**config.mk**
```make
export PLATFORM = sky130hd
export DESIGN_NAME = pid_position_motor_control_unit
export DESIGN_NICKNAME = d
export VERILOG_FILES = /design/src/design/pidp_pkg.sv /design/src/design/pidp_div.sv /design/src/design/pid_position_motor_control_unit.sv
export SDC_FILE = /design/constraint.sdc
export NUM_CORES = 2
export LEC_CHECK = 0
export BUFFER_PORTS_ARGS = -buffer_cell sky130_fd_sc_hd__buf_4
export CAP_MARGIN = 0
export CORE_MARGIN = 5
export CORE_UTILIZATION = 59
export CTS_BUF_LIST = sky130_fd_sc_hd__clkbuf_4
export DETAILED_ROUTE_END_ITERATION = 16
export GPL_TIMING_DRIVEN = 1
export PLACE_DENSITY = 0.91
export SLEW_MARGIN = 20
export SYNTH_ARGS = -nofsm -noshare
export SYNTH_HDL_FRONTEND = slang
export SYNTH_SLANG_ARGS = --single-unit
```
**constraint.sdc**
```tcl
create_clock -name clk -period 12.5 [get_ports clk]
set_input_delay 2.5 -clock clk [delete_from_list [all_inputs] [get_ports clk]]
set_output_delay 2.5 -clock clk [all_outputs]
set_load 0.03 [all_outputs]
```
**src/design/pidp_pkg.sv**
```systemverilog
package pidp_pkg;

  localparam int POS_W_DEF  = 32;
  localparam int TIME_W_DEF = 24;

  localparam int CFG_IDX_W  = 3;
  localparam int CFG_DATA_W = 32;

  localparam logic [CFG_IDX_W-1:0] REG_PROP_GAIN  = 3'd0;
  localparam logic [CFG_IDX_W-1:0] REG_DERIV_GAIN = 3'd1;
  localparam logic [CFG_IDX_W-1:0] REG_INTEG_GAIN = 3'd2;
  localparam logic [CFG_IDX_W-1:0] REG_MAX_POWER  = 3'd3;
  localparam logic [CFG_IDX_W-1:0] REG_MIN_POWER  = 3'd4;
  localparam logic [CFG_IDX_W-1:0] REG_STALL_LIM  = 3'd5;

  localparam logic [15:0] PROP_GAIN_RST  = 16'd2048;
  localparam logic [23:0] DERIV_GAIN_RST = 24'd30000;
  localparam logic [31:0] INTEG_GAIN_RST = 32'd0;
  localparam logic [7:0]  MAX_POWER_RST  = 8'd120;
  localparam logic [7:0]  MIN_POWER_RST  = 8'd50;
  localparam logic [7:0]  STALL_LIM_RST  = 8'd100;

  // shared multiplier and accumulator
  localparam int MUL_AW = 48;
  localparam int MUL_BW = 16;
  localparam int ACC_W  = 80;

  // derivative dividend: 58-bit product shifted left by 8
  localparam int DIV_NW = 66;

  localparam logic [46:0]       INTEG_LIMIT = '1;
  localparam logic [DIV_NW-1:0] D_LIMIT     = 66'd1 << 60;

endpackage

```
**src/design/pidp_div.sv**
```systemverilog
module pidp_div #(
  parameter int NW = pidp_pkg::DIV_NW,
  parameter int VW = pidp_pkg::TIME_W_DEF
) (
  input  logic          clk,
  input  logic          rst_n,
  input  logic          start,
  input  logic [NW-1:0] dividend,
  input  logic [VW-1:0] divisor,
  output logic          done,
  output logic [NW-1:0] quotient
);
  import pidp_pkg::*;

  localparam int CNT_W = $clog2(NW);

  logic             busy_r;
  logic             done_r;
  logic [CNT_W-1:0] cnt_r;
  logic [VW-1:0]    rem_r;
  logic [NW-1:0]    quo_r;
  logic [VW-1:0]    dvs_r;
  logic [VW:0]      trial;
  logic             fits;

  // restoring step, one quotient bit per cycle
  assign trial = {rem_r, quo_r[NW-1]};
  assign fits  = trial >= {1'b0, dvs_r};

  always_ff @(posedge clk) begin
    if (!rst_n) begin
      busy_r <= 1'b0;
      done_r <= 1'b0;
      cnt_r  <= '0;
    end else begin
      done_r <= 1'b0;
      if (start) begin
        busy_r <= 1'b1;
        cnt_r  <= '0;
        rem_r  <= '0;
        quo_r  <= dividend;
        dvs_r  <= divisor;
      end else if (busy_r) begin
        rem_r <= fits ? VW'(trial - {1'b0, dvs_r}) : trial[VW-1:0];
        quo_r <= {quo_r[NW-2:0], fits};
        cnt_r <= cnt_r + 1'b1;
        if (cnt_r == CNT_W'(NW - 1)) begin
          busy_r <= 1'b0;
          done_r <= 1'b1;
        end
      end
    end
  end

  assign done     = done_r;
  assign quotient = quo_r;

endmodule

```
**src/design/pid_position_motor_control_unit.sv**
```systemverilog
// Position PID controller for a DC motor. Each request is either a begin-move
// (loads the target, clears history) or a control tick carrying the encoder
// position and elapsed microseconds; every request yields exactly one drive
// result. Requests are processed one at a time: in_ready is high only while the
// controller is idle. A begin-move, a tick with no move active and a tick that
// ends the move (arrival or stall) go from the check straight to the output state;
// a regular control tick also runs the 66-step serial divider for the derivative
// term and seven passes through the shared 48x16 multiplier. A result held in the
// output register does not block acceptance of the next request.
module pid_position_motor_control_unit #(
  parameter int POSITION_WIDTH = pidp_pkg::POS_W_DEF,
  parameter int TIME_WIDTH     = pidp_pkg::TIME_W_DEF
) (
  input  logic                                  clk,
  input  logic                                  rst_n,
  input  logic                                  cfg_we,
  input  logic [pidp_pkg::CFG_IDX_W-1:0]        cfg_index,
  input  logic [pidp_pkg::CFG_DATA_W-1:0]       cfg_wdata,
  input  logic                                  in_valid,
  output logic                                  in_ready,
  input  logic                                  in_command,
  input  logic signed [POSITION_WIDTH-1:0]      in_target_pos,
  input  logic signed [POSITION_WIDTH-1:0]      in_position,
  input  logic [TIME_WIDTH-1:0]                 in_elapsed_us,
  output logic                                  out_valid,
  input  logic                                  out_ready,
  output logic [7:0]                            out_pwm_duty,
  output logic                                  out_direction,
  output logic                                  out_move_done,
  output logic                                  out_stalled
);
  import pidp_pkg::*;

  localparam int P = POSITION_WIDTH;
  localparam int T = TIME_WIDTH;

  localparam logic [3:0] S_IDLE = 4'd0;
  localparam logic [3:0] S_CHK  = 4'd1;
  localparam logic [3:0] S_MP   = 4'd2;
  localparam logic [3:0] S_MD0  = 4'd3;
  localparam logic [3:0] S_MD1  = 4'd4;
  localparam logic [3:0] S_DGO  = 4'd5;
  localparam logic [3:0] S_DWT  = 4'd6;
  localparam logic [3:0] S_MI0  = 4'd7;
  localparam logic [3:0] S_MI1  = 4'd8;
  localparam logic [3:0] S_INT  = 4'd9;
  localparam logic [3:0] S_MG0  = 4'd10;
  localparam logic [3:0] S_MG1  = 4'd11;
  localparam logic [3:0] S_FIN  = 4'd12;
  localparam logic [3:0] S_OUT  = 4'd13;

  logic [3:0] state_r, state_nxt;

  logic [15:0] prop_gain_r;
  logic [23:0] deriv_gain_r;
  logic [31:0] integ_gain_r;
  logic [7:0]  max_power_r, min_power_r, stall_lim_r;

  logic signed [P-1:0] goal_r, last_r, pos_r, tgt_r;
  logic signed [P:0]   prev_err_r;
  logic signed [47:0]  integ_r;
  logic [8:0]          same_r;
  logic                active_r;
  logic                cmd_r;
  logic [T-1:0]        el_r;

  logic [P:0]          e_mag_r;
  logic                e_neg_r;
  logic [P+1:0]        de_mag_r;
  logic                de_neg_r;
  logic signed [63:0]  p_term_r, d_term_r;
  logic [ACC_W-1:0]    acc_r;

  logic [7:0] res_duty_r;
  logic       res_dir_r, res_done_r, res_stall_r;
  logic       out_valid_r;
  logic [7:0] out_duty_r;
  logic       out_dir_r, out_done_r, out_stall_r;

  // tick checks
  logic signed [P:0]   e_w;
  logic signed [P+1:0] de_w;
  logic [P:0]          e_mag_w;
  logic [P+1:0]        de_mag_w;
  logic [8:0]          same_w;

  assign e_w      = {pos_r[P-1], pos_r} - {goal_r[P-1], goal_r};
  assign de_w     = {e_w[P], e_w} - {prev_err_r[P], prev_err_r};
  assign e_mag_w  = e_w[P] ? (~e_w + 1'b1) : e_w;
  assign de_mag_w = de_w[P+1] ? (~de_w + 1'b1) : de_w;
  assign same_w   = (pos_r == last_r) ? ((same_r == 9'h1FF) ? same_r : same_r + 1'b1)
                                      : 9'd0;

  // shared multiplier
  logic [MUL_AW-1:0]        mul_a;
  logic [MUL_BW-1:0]        mul_b;
  logic [MUL_AW+MUL_BW-1:0] prod;
  logic [31:0]              el_ext;
  logic [47:0]              integ_mag;

  assign el_ext    = 32'(el_r);
  assign integ_mag = integ_r[47] ? 48'(-integ_r) : 48'(integ_r);

  always_comb begin
    mul_a = MUL_AW'(e_mag_r);
    mul_b = prop_gain_r;
    case (state_r)
      S_MD0: begin
        mul_a = MUL_AW'(de_mag_r);
        mul_b = deriv_gain_r[15:0];
      end
      S_MD1: begin
        mul_a = MUL_AW'(de_mag_r);
        mul_b = {8'd0, deriv_gain_r[23:16]};
      end
      S_MI0: mul_b = el_ext[15:0];
      S_MI1: mul_b = el_ext[31:16];
      S_MG0: begin
        mul_a = integ_mag;
        mul_b = integ_gain_r[15:0];
      end
      S_MG1: begin
        mul_a = integ_mag;
        mul_b = integ_gain_r[31:16];
      end
      default: ;
    endcase
  end

  assign prod = mul_a * mul_b;

  // serial divider for the derivative term
  logic              div_start;
  logic              div_done;
  logic [DIV_NW-1:0] div_q;
  logic [DIV_NW-1:0] dm_w;

  assign div_start = (state_r == S_DGO);
  assign dm_w      = (div_q > D_LIMIT) ? D_LIMIT : div_q;

  pidp_div #(
    .NW(DIV_NW),
    .VW(T)
  ) u_div (
    .clk      (clk),
    .rst_n    (rst_n),
    .start    (div_start),
    .dividend ({acc_r[57:0], 8'd0}),
    .divisor  (el_r),
    .done     (div_done),
    .quotient (div_q)
  );

  // integral update
  logic [46:0]        step_mag;
  logic signed [48:0] step_s, isum, lim_pos, lim_neg;

  assign step_mag = (acc_r[ACC_W-1:47] != '0) ? INTEG_LIMIT : acc_r[46:0];
  assign step_s   = e_neg_r ? -$signed({2'b00, step_mag}) : $signed({2'b00, step_mag});
  assign isum     = {integ_r[47], integ_r} + step_s;
  assign lim_pos  = $signed({2'b00, INTEG_LIMIT});
  assign lim_neg  = -lim_pos;

  // final sum and drive shaping
  logic [55:0]        im;
  logic signed [63:0] i_term, u;
  logic [63:0]        um;
  logic [55:0]        dq;
  logic [7:0]         dcap;

  assign im     = acc_r[79:24];
  assign i_term = integ_r[47] ? -$signed(64'(im)) : $signed(64'(im));
  assign u      = p_term_r + d_term_r + i_term;
  assign um     = u[63] ? 64'(-u) : 64'(u);
  assign dq     = um[63:8];
  assign dcap   = (dq > 56'(max_power_r)) ? max_power_r : dq[7:0];

  logic out_free;
  assign out_free = !out_valid_r || out_ready;

  always_comb begin
    state_nxt = state_r;
    case (state_r)
      S_IDLE: if (in_valid) state_nxt = S_CHK;
      S_CHK: begin
        if (!cmd_r || !active_r) state_nxt = S_OUT;
        else if (pos_r == goal_r || same_w > {1'b0, stall_lim_r}) state_nxt = S_OUT;
        else state_nxt = S_MP;
      end
      S_MP:  state_nxt = S_MD0;
      S_MD0: state_nxt = S_MD1;
      S_MD1: state_nxt = S_DGO;
      S_DGO: state_nxt = S_DWT;
      S_DWT: if (div_done) state_nxt = S_MI0;
      S_MI0: state_nxt = S_MI1;
      S_MI1: state_nxt = S_INT;
      S_INT: state_nxt = S_MG0;
      S_MG0: state_nxt = S_MG1;
      S_MG1: state_nxt = S_FIN;
      S_FIN: state_nxt = S_OUT;
      S_OUT: if (out_free) state_nxt = S_IDLE;
      default: state_nxt = S_IDLE;
    endcase
  end

  always_ff @(posedge clk) begin
    if (!rst_n) begin
      state_r      <= S_IDLE;
      prop_gain_r  <= PROP_GAIN_RST;
      deriv_gain_r <= DERIV_GAIN_RST;
      integ_gain_r <= INTEG_GAIN_RST;
      max_power_r  <= MAX_POWER_RST;
      min_power_r  <= MIN_POWER_RST;
      stall_lim_r  <= STALL_LIM_RST;
      goal_r       <= '0;
      prev_err_r   <= '0;
      integ_r      <= '0;
      last_r       <= '1;
      same_r       <= '0;
      active_r     <= 1'b0;
      out_valid_r  <= 1'b0;
    end else begin
      state_r <= state_nxt;

      if (cfg_we) begin
        case (cfg_index)
          REG_PROP_GAIN:  prop_gain_r  <= cfg_wdata[15:0];
          REG_DERIV_GAIN: deriv_gain_r <= cfg_wdata[23:0];
          REG_INTEG_GAIN: integ_gain_r <= cfg_wdata[31:0];
          REG_MAX_POWER:  max_power_r  <= cfg_wdata[7:0];
          REG_MIN_POWER:  min_power_r  <= cfg_wdata[7:0];
          REG_STALL_LIM:  stall_lim_r  <= cfg_wdata[7:0];
          default: ;
        endcase
      end

      if (state_r == S_OUT && out_free) out_valid_r <= 1'b1;
      else if (out_ready) out_valid_r <= 1'b0;

      case (state_r)
        S_IDLE: begin
          if (in_valid) begin
            cmd_r <= in_command;
            tgt_r <= in_target_pos;
            pos_r <= in_position;
            el_r  <= (in_elapsed_us == '0) ? T'(1) : in_elapsed_us;
          end
        end
        S_CHK: begin
          res_duty_r  <= '0;
          res_dir_r   <= 1'b0;
          res_done_r  <= 1'b0;
          res_stall_r <= 1'b0;
          if (!cmd_r) begin
            goal_r     <= tgt_r;
            prev_err_r <= '0;
            integ_r    <= '0;
            last_r     <= '1;
            same_r     <= '0;
            active_r   <= 1'b1;
          end else if (!active_r) begin
            res_done_r <= 1'b1;
          end else begin
            last_r <= pos_r;
            if (pos_r == goal_r || same_w > {1'b0, stall_lim_r}) begin
              res_done_r  <= 1'b1;
              res_stall_r <= (pos_r != goal_r);
              same_r      <= '0;
              active_r    <= 1'b0;
            end else begin
              same_r     <= same_w;
              e_mag_r    <= e_mag_w;
              e_neg_r    <= e_w[P];
              de_mag_r   <= de_mag_w;
              de_neg_r   <= de_w[P+1];
              prev_err_r <= e_w;
            end
          end
        end
        S_MP: p_term_r <= e_neg_r ? -$signed(64'(prod)) : $signed(64'(prod));
        S_MD0, S_MI0, S_MG0: acc_r <= ACC_W'(prod);
        S_MD1, S_MI1, S_MG1: acc_r <= acc_r + {prod, 16'd0};
        S_DWT: begin
          if (div_done) d_term_r <= de_neg_r ? -$signed(64'(dm_w)) : $signed(64'(dm_w));
        end
        S_INT: begin
          if (isum > lim_pos) integ_r <= lim_pos[47:0];
          else if (isum < lim_neg) integ_r <= lim_neg[47:0];
          else integ_r <= isum[47:0];
        end
        S_FIN: begin
          res_duty_r <= (dcap < min_power_r) ? 8'd0 : dcap;
          res_dir_r  <= u[63];
        end
        S_OUT: begin
          if (out_free) begin
            out_duty_r  <= res_duty_r;
            out_dir_r   <= res_dir_r;
            out_done_r  <= res_done_r;
            out_stall_r <= res_stall_r;
          end
        end
        default: ;
      endcase
    end
  end

  assign in_ready      = (state_r == S_IDLE);
  assign out_valid     = out_valid_r;
  assign out_pwm_duty  = out_duty_r;
  assign out_direction = out_dir_r;
  assign out_move_done = out_done_r;
  assign out_stalled   = out_stall_r;

endmodule

```
After elaboration in Yosys (flattened, before gate mapping)
Index checks and enable logic that the tools add are counted.
{"block": "totals", "register_bits": 767, "out_inout_bits": 13}
{"block": "op_classes", "n_mux": 52, "n_lt_le_gt_ge": 7, "n_mul": 1, "add_sub_neg": 17, "n_bitwise": 6, "reduce_logical": 44, "n_eq_ne": 29}
{"cell": "2-to-1 mux 64 bit", "n": 5}
{"cell": "2-to-1 mux 48 bit", "n": 4}
{"cell": "negation 64 bit", "n": 3}
{"cell": "case mux 48 bit (2 select lines)", "n": 2}
{"cell": "case mux 80 bit (2 select lines)", "n": 1}
{"cell": "2-to-1 mux 33 bit", "n": 4}
{"cell": "2-to-1 mux 66 bit", "n": 2}
{"cell": "adder 64 bit", "n": 2}
{"cell": "2-to-1 mux 32 bit", "n": 3}
{"cell": "case mux 16 bit (6 select lines)", "n": 1}
{"cell": "adder 80 bit", "n": 1}
{"cell": "> comparator 66 x 61 -> 1 bit (second input constant)", "n": 1}
{"cell": "equality test 32 bit", "n": 2}
{"cell": "multiplier 48 x 16 -> 64 bit", "n": 1}
{"cell": "negation 56 -> 64 bit", "n": 1}
{"cell": "> comparator 56 x 8 -> 1 bit", "n": 1}
{"cell": "case mux 4 bit (14 select lines)", "n": 1}
{"cell": "adder 49 bit", "n": 1}
{"cell": "> comparator 49 x 48 -> 1 bit (second input constant)", "n": 1}
{"cell": "< comparator 49 x 48 -> 1 bit (second input constant)", "n": 1}
{"cell": "2-to-1 mux 49 bit", "n": 1}
{"cell": "negation 47 -> 49 bit", "n": 1}
{"cell": "2-to-1 mux 24 bit", "n": 2}
{"cell": "negation 48 bit", "n": 1}
{"cell": "45 further kinds", "n": 113}

Longest topological paths before layout
{"block": "depth", "word_depth": 10, "ltp_mapped": 57, "mapped_depth_nobuf": 54}

Modules after synthesis
From an unflattened synthesis, not the netlist that was laid out.
{"block": "unflattened", "cells_unflattened": 9057, "hier_area_um2": 79054.6}
{"mod": "pid_position_motor_control_unit", "n_inst": 1, "cells_each": 8573, "area_each_um2": 72717.2}
{"mod": "pidp_div", "n_inst": 1, "cells_each": 484, "area_each_um2": 6337.3}

Worst setup path before layout
Ideal clock, no wire load.
{"block": "synth_timing", "path_kind": "register to register", "from": "register acc_r[28]", "to": "register res_duty_r[1] (data pin)", "slack_ps": 523, "period_less_slack_ps": 11977, "path_buffers": 5, "required_time_ps": 12352, "arrival_time_ps": 11828, "path_stages_with_launch": 54, "path_cell_list": "edfxtp_1 clkbuf_1 nor3_1 nand3b_1 or3_1 or2_2 or4_1 or4_1 inv_1 nand3_1 or4_1 inv_1 nand2_1 or4_1 o41ai_1 xor2_1 fa_1 inv_1 (+18 left out) o21ai_0 o31a_1 a21o_1 nor3_1 nand4b_1 a2111oi_4 nand3_2 nor4_4 nand4_4 buf_6 mux2_4 ha_1 o21a_1 nor2_1 o41ai_1 o21a_1 nand2_1 mux2i_1"}
{"block": "synth_via", "elab_chain_len": 10}
{"element": "from (decl)", "line": "pid_position_motor_control_unit.sv:72", "text": "logic [ACC_W-1:0] acc_r;"}
{"element": "from (signal assigned)", "line": "pid_position_motor_control_unit.sv:281", "text": "S_MD0, S_MI0, S_MG0: acc_r <= ACC_W'(prod);"}
{"element": "from (signal assigned)", "line": "pid_position_motor_control_unit.sv:282", "text": "S_MD1, S_MI1, S_MG1: acc_r <= acc_r + {prod, 16'd0};"}
{"element": "negation 56 -> 64 bit", "line": "pid_position_motor_control_unit.sv:172", "text": "assign i_term = integ_r[47] ? -$signed(64'(im)) : $signed(64'(im));"}
{"element": "2-to-1 mux 64 bit (*)", "line": "pid_position_motor_control_unit.sv:172"}
{"element": "adder 64 bit (*)", "line": "pid_position_motor_control_unit.sv:173", "text": "assign u = p_term_r + d_term_r + i_term;"}
{"element": "negation 64 bit", "line": "pid_position_motor_control_unit.sv:174", "text": "assign um = u[63] ? 64'(-u) : 64'(u);"}
{"element": "2-to-1 mux 64 bit (*)", "line": "pid_position_motor_control_unit.sv:174"}
{"element": "> comparator 56 x 8 -> 1 bit", "line": "pid_position_motor_control_unit.sv:176", "text": "assign dcap = (dq > 56'(max_power_r)) ? max_power_r : dq[7:0];"}
{"element": "2-to-1 mux 8 bit (*)", "line": "pid_position_motor_control_unit.sv:176"}
{"element": "net dcap[3]", "line": "pid_position_motor_control_unit.sv:169", "text": "logic [7:0] dcap;"}
{"element": "< comparator 8 bit (*)", "line": "pid_position_motor_control_unit.sv:292", "text": "res_duty_r <= (dcap < min_power_r) ? 8'd0 : dcap;"}
{"element": "2-to-1 mux 8 bit (*)", "line": "pid_position_motor_control_unit.sv:292"}
{"element": "case mux 8 bit (2 select lines) (*)", "line": "pid_position_motor_control_unit.sv:240", "text": "case (state_r)"}
{"element": "to (signal assigned)", "line": "pid_position_motor_control_unit.sv:292"}
{"element": "to (decl)", "line": "pid_position_motor_control_unit.sv:74", "text": "logic [7:0] res_duty_r;"}
The timed path passes the listed nets; every way through them passes the cells marked *.
A chain may end at the register's enable or synchronous reset.

Final worst setup path
{"block": "layout_timing", "from": "register state_r[2]", "to": "register acc_r[77] (data pin)"}
{"block": "layout_via", "elab_chain_len": 6, "elab_cells_between_ends": 15, "classes_between": "add/sub: 1; mul: 1; eq/ne: 6; mux: 3; reduce/logical: 4"}
{"element": "from (decl)", "line": "pid_position_motor_control_unit.sv:52", "text": "logic [3:0] state_r, state_nxt;"}
{"element": "from (signal assigned)", "line": "pid_position_motor_control_unit.sv:223", "text": "state_r <= state_nxt;"}
{"element": "equality test 4 bit (tied with other cells)", "line": "pid_position_motor_control_unit.sv:107, pid_position_motor_control_unit.sv:240"}
{"element": "OR reduction 2 bit (no line)"}
{"element": "case mux 48 bit (2 select lines)", "line": "pid_position_motor_control_unit.sv:107", "text": "case (state_r)"}
{"element": "multiplier 48 x 16 -> 64 bit", "line": "pid_position_motor_control_unit.sv:130", "text": "assign prod = mul_a * mul_b;"}
{"element": "adder 80 bit", "line": "pid_position_motor_control_unit.sv:282"}
{"element": "case mux 80 bit (2 select lines) (*)", "line": "pid_position_motor_control_unit.sv:240"}
Every way passes the cells marked *; elsewhere a longest branch is shown, timed or not.

==> key figures <==
Yosys
  – Dominant cells by area after synthesis: edfxtp_1 19%, fa_1 18%, ha_1 7.0%
  – Cell taking the most area after synthesis: edfxtp_1
  – Distinct cells, synth: 109
  – Syn nets: 10,298
  – FF+latch count, synth: between 700 and 800
  – Asr flop ratio synth: 0
  – Main synth FF type: edfxtp_1
  – Ys Warns: 0
  – Syn Inst Count: ~9,000
  – EDFF count, synth: 502
  – Top cell type's share of synthesized area: 0.192
  – Sequential share of the synthesized area: 0.260
  – Area of the mapped netlist: 78,500 µm²
  – Average size of a mapped cell: 8.70 µm²

Critical path
  – Crit path top cell by count: fa_1
  – RR Startpoint: state_r[2]$_SDFFE_PN0P_
  – WP data required: 13,500 ps
  – Buffer and inverter count on the worst path: 6
  – Worst Path Arrival: 13,080 ps
  – Flop-to-flop setup slack: 420 ps
  – Crit Path Category: reg2reg
  – CP delay by family, top: compound AO/OA/AOI/OAI gates
  – Worst R2R Path Depth: 42
  – Crit path largest cell delay: 530 ps
  – Largest driver fanout on the critical path: 41
  – Worst reg2reg endpoint: acc_r[77]$_SDFFCE_PP0P_
  – Worst setup EP type: register
  – CP Launch Type: register
  – Slowest cell on the critical path: fa_1

Die
  – Ports: between 100 and 150
  – Core Area: 132,000 µm²
  – Die width: about 370 µm
  – Die Y: 375 µm
  – # rows: 133
  – Starting density of the core: 0.596
  – Die ar.: about 140,000 µm²

Layout
  – Multi-input logic area: 53,500 µm²
  – P&R area growth vs syn: 9.03%
  – Final nets: about 10,000
  – Register area: 20,400 µm²
  – Post-route cell area: 85,600 µm²
  – Layout cells sized above 1: 0.109
  – Fill count: 10,250

Placement
  – DP HPWL: around 190,000 µm
  – PortBufs: 141
  – Area after DPL: 82,300 µm²
  – GP Congestion: ~1.0

Global routing
  – Initial antenna violation count: 5
  – Total grt overflow: 0
  – Vias in the first global route: 70,870
  – Overall Global Routing Usage: 0.341
  – First-pass GRT wire length: around 380,000 µm
  – Largest net degree at the start of global routing: 99

Routing
  – Final WL: 246,000 µm
  – Met2 WL: between 100,000 and 150,000 µm
  – Pre-antenna DRT Iters: 9
  – Post-DRT Antenna Nets: 0
  – Wire length per cell: 22.1 µm
  – Routed wl met3: 28,200 µm
  – DR vias: 70,635
  – Routed vias/inst: between 6 and 7
  – Initial drt markers: roughly 8,700
  – Remaining DRCs: 0
  – Highest metal used: met5
  – Wl on met1: 91,700 µm

STA
  – Slew @ Worst Pin: 1210 ps
  – Tcrit/Tclk final: 0.966
  – Setup Skew: 95.5 ps
  – Final hold vios: 0
  – Fmax: 82.8 MHz
  – Worst slew margin: 0.186
  – Final setup vio count: 0
  – Fin crit period: ~12,000 ps
  – Slew Limit Fails: 0

Hold path
  – Hold path cells: 0
  – Hold Path End: out_pwm_duty[7]$_DFFE_PP_
  – Min-delay src: res_duty_r[7]$_SDFFCE_PN0P_
  – HP Class: reg2reg

Flow run
  – MaxCap Viol Count: 0

CTS
  – Worst-path clk slew: 70 ps
  – CTS H-tree depth: 4
  – Hold Buf Count CTS: 0
  – TritonCTS clock tree: built
  – CTS max path bufs: 3
  – Worst-Skew Late Latency: approximately 1300 ps
  – Clock Sinks: approximately 770
  – Cts bufs inserted: roughly 200
  – Clock root cell: clkbuf_4

Outcome
  – Status: completed
==> synthesized netlist by cell type, types with 21 or more instances <==
library cell / n
and2_1: 45
nor3_1: 176
clkbuf_1: 370
buf_1: 29
o41ai_1: 32
a221oi_1: 41
a31oi_1: 57
o311ai_0: 21
mux2i_1: 74
or4_1: 43
o21ai_0: 314
xor2_1: 231
nor4_1: 65
edfxtp_1: 502
a21oi_1: 530
a21boi_0: 33
a21o_1: 180
dfxtp_1: 265
or2_2: 46
nand2_1: 1311
nor2b_1: 60
or3_1: 102
o31ai_1: 90
fa_1: 711
o21a_1: 57
o21bai_1: 43
a221o_1: 40
nand3_1: 149
nand4_1: 78
inv_1: 1021
ha_1: 437
xnor2_1: 345
nor2_1: 810
nand2b_1: 75
a211oi_1: 51
mux2_2: 71
o211ai_1: 43
and3_1: 68
a22o_1: 59
==> placed cells by master (no fill, tap or decap), types with 98 or more instances in the layout <==
cell type	n
a21oi_1	516
xor2_1	226
nor3_1	172
dfxtp_1	262
inv_1	1017
fa_1	711
or3_1	98
nand3_1	146
a21o_1	180
clkbuf_4	302
nor2_1	788
buf_4	389
edfxtp_1	502
xnor2_1	332
nand2_1	1311
ha_1	429
o21ai_0	305
==> state kept, by name, indices dropped and copies added, names as in the netlist, 9 cells and up <==
| signal | flops |
|---|---|
| u_div.quotient | 66 |
| last_r | 32 |
| prop_gain_r | 16 |
| same_r | 9 |
| pos_r | 32 |
| u_div.dvs_r | 24 |
| acc_r | 80 |
| tgt_r | 32 |
| de_mag_r | 34 |
| e_mag_r | 33 |
| u_div.rem_r | 24 |
| p_term_r | 64 |
| integ_gain_r | 32 |
| integ_r | 48 |
| prev_err_r | 33 |
| goal_r | 32 |
| deriv_gain_r | 24 |
| el_r | 24 |
| d_term_r | 64 |
==> timing repair <==
action / CTS / global route
cloned: 0 / 1
hold endpoints to repair: 0 / 0
resized for setup: 4 / 124
setup endpoints to repair: 10 / 28
pin swaps: 0 / 16
setup buffers: 3 / 11
==> worst max path at each step <==
stage | from | end | slack [ps] | cells after the start
after floorplan | acc_r[28]$_DFFE_PP_ | res_duty_r[1]$_SDFFCE_PN0P_ | 520 | 53
after global placement | integ_r[2]$_SDFFE_PN0P_ | acc_r[77]$_SDFFCE_PP0P_ | 20 | 42
after detailed placement | acc_r[24]$_DFFE_PP_ | res_duty_r[5]$_SDFFCE_PN0P_ | -230 | 50
after CTS | integ_r[3]$_SDFFE_PN0P_ | acc_r[77]$_SDFFCE_PP0P_ | 6 | 38
after global routing | acc_r[24]$_DFFE_PP_ | res_duty_r[5]$_SDFFCE_PN0P_ | -40 | 54
final | state_r[2]$_SDFFE_PN0P_ | acc_r[77]$_SDFFCE_PP0P_ | 420 | 42
==> routing by layer <==
| metal | global-route usage | up-vias |
|---|---|---|
| li1 | - | 31348 |
| met1 | 0.431 | 33726 |
| met2 | 0.549 | 4563 |
| met3 | 0.0836 | 992 |
| met4 | 0.172 | 6 |
| met5 | 0 | - |
==> cell families after synthesis <==
kind of cell | synth area share
buffers and inverters | 0.0689
AND/OR/NAND/NOR | 0.180
adder cells (fa/ha/maj) | 0.251
XOR/XNOR | 0.0648
multiplexers | 0.0200
AO/OA/AOI/OAI | 0.155
flip-flops | 0.260
==> metrics by stage <==
step	utilization	instances	setup TNS, ps	hold slack [ps]	setup WS [ps]
floorplan	-	9021	0	400	523
global placement	0.624	10744	0	430	21.5
detailed placement	0.624	10744	-1490	421	-229
CTS	0.644	11105	0	445	6.24
global route	0.649	11122	-186	458	-40.1
finish	0.649	11126	0	436	423
==> area by class of cell <==
class / count / area share
Inverter: 1022 / 0.0449
Timing Repair Buffer: 393 / 0.0350
Clock buffer: 302 / 0.0265
Sequential cell: 767 / 0.238
Antenna cell: 9 / 0.000263
Tap cell: 1755 / 0.0257
Clock inverter: 56 / 0.00392
Multi-Input combinational cell: 6822 / 0.626
Power is not shown: default switching activity piles up to over one toggle a cycle in this logic, so the estimate is an artifact.
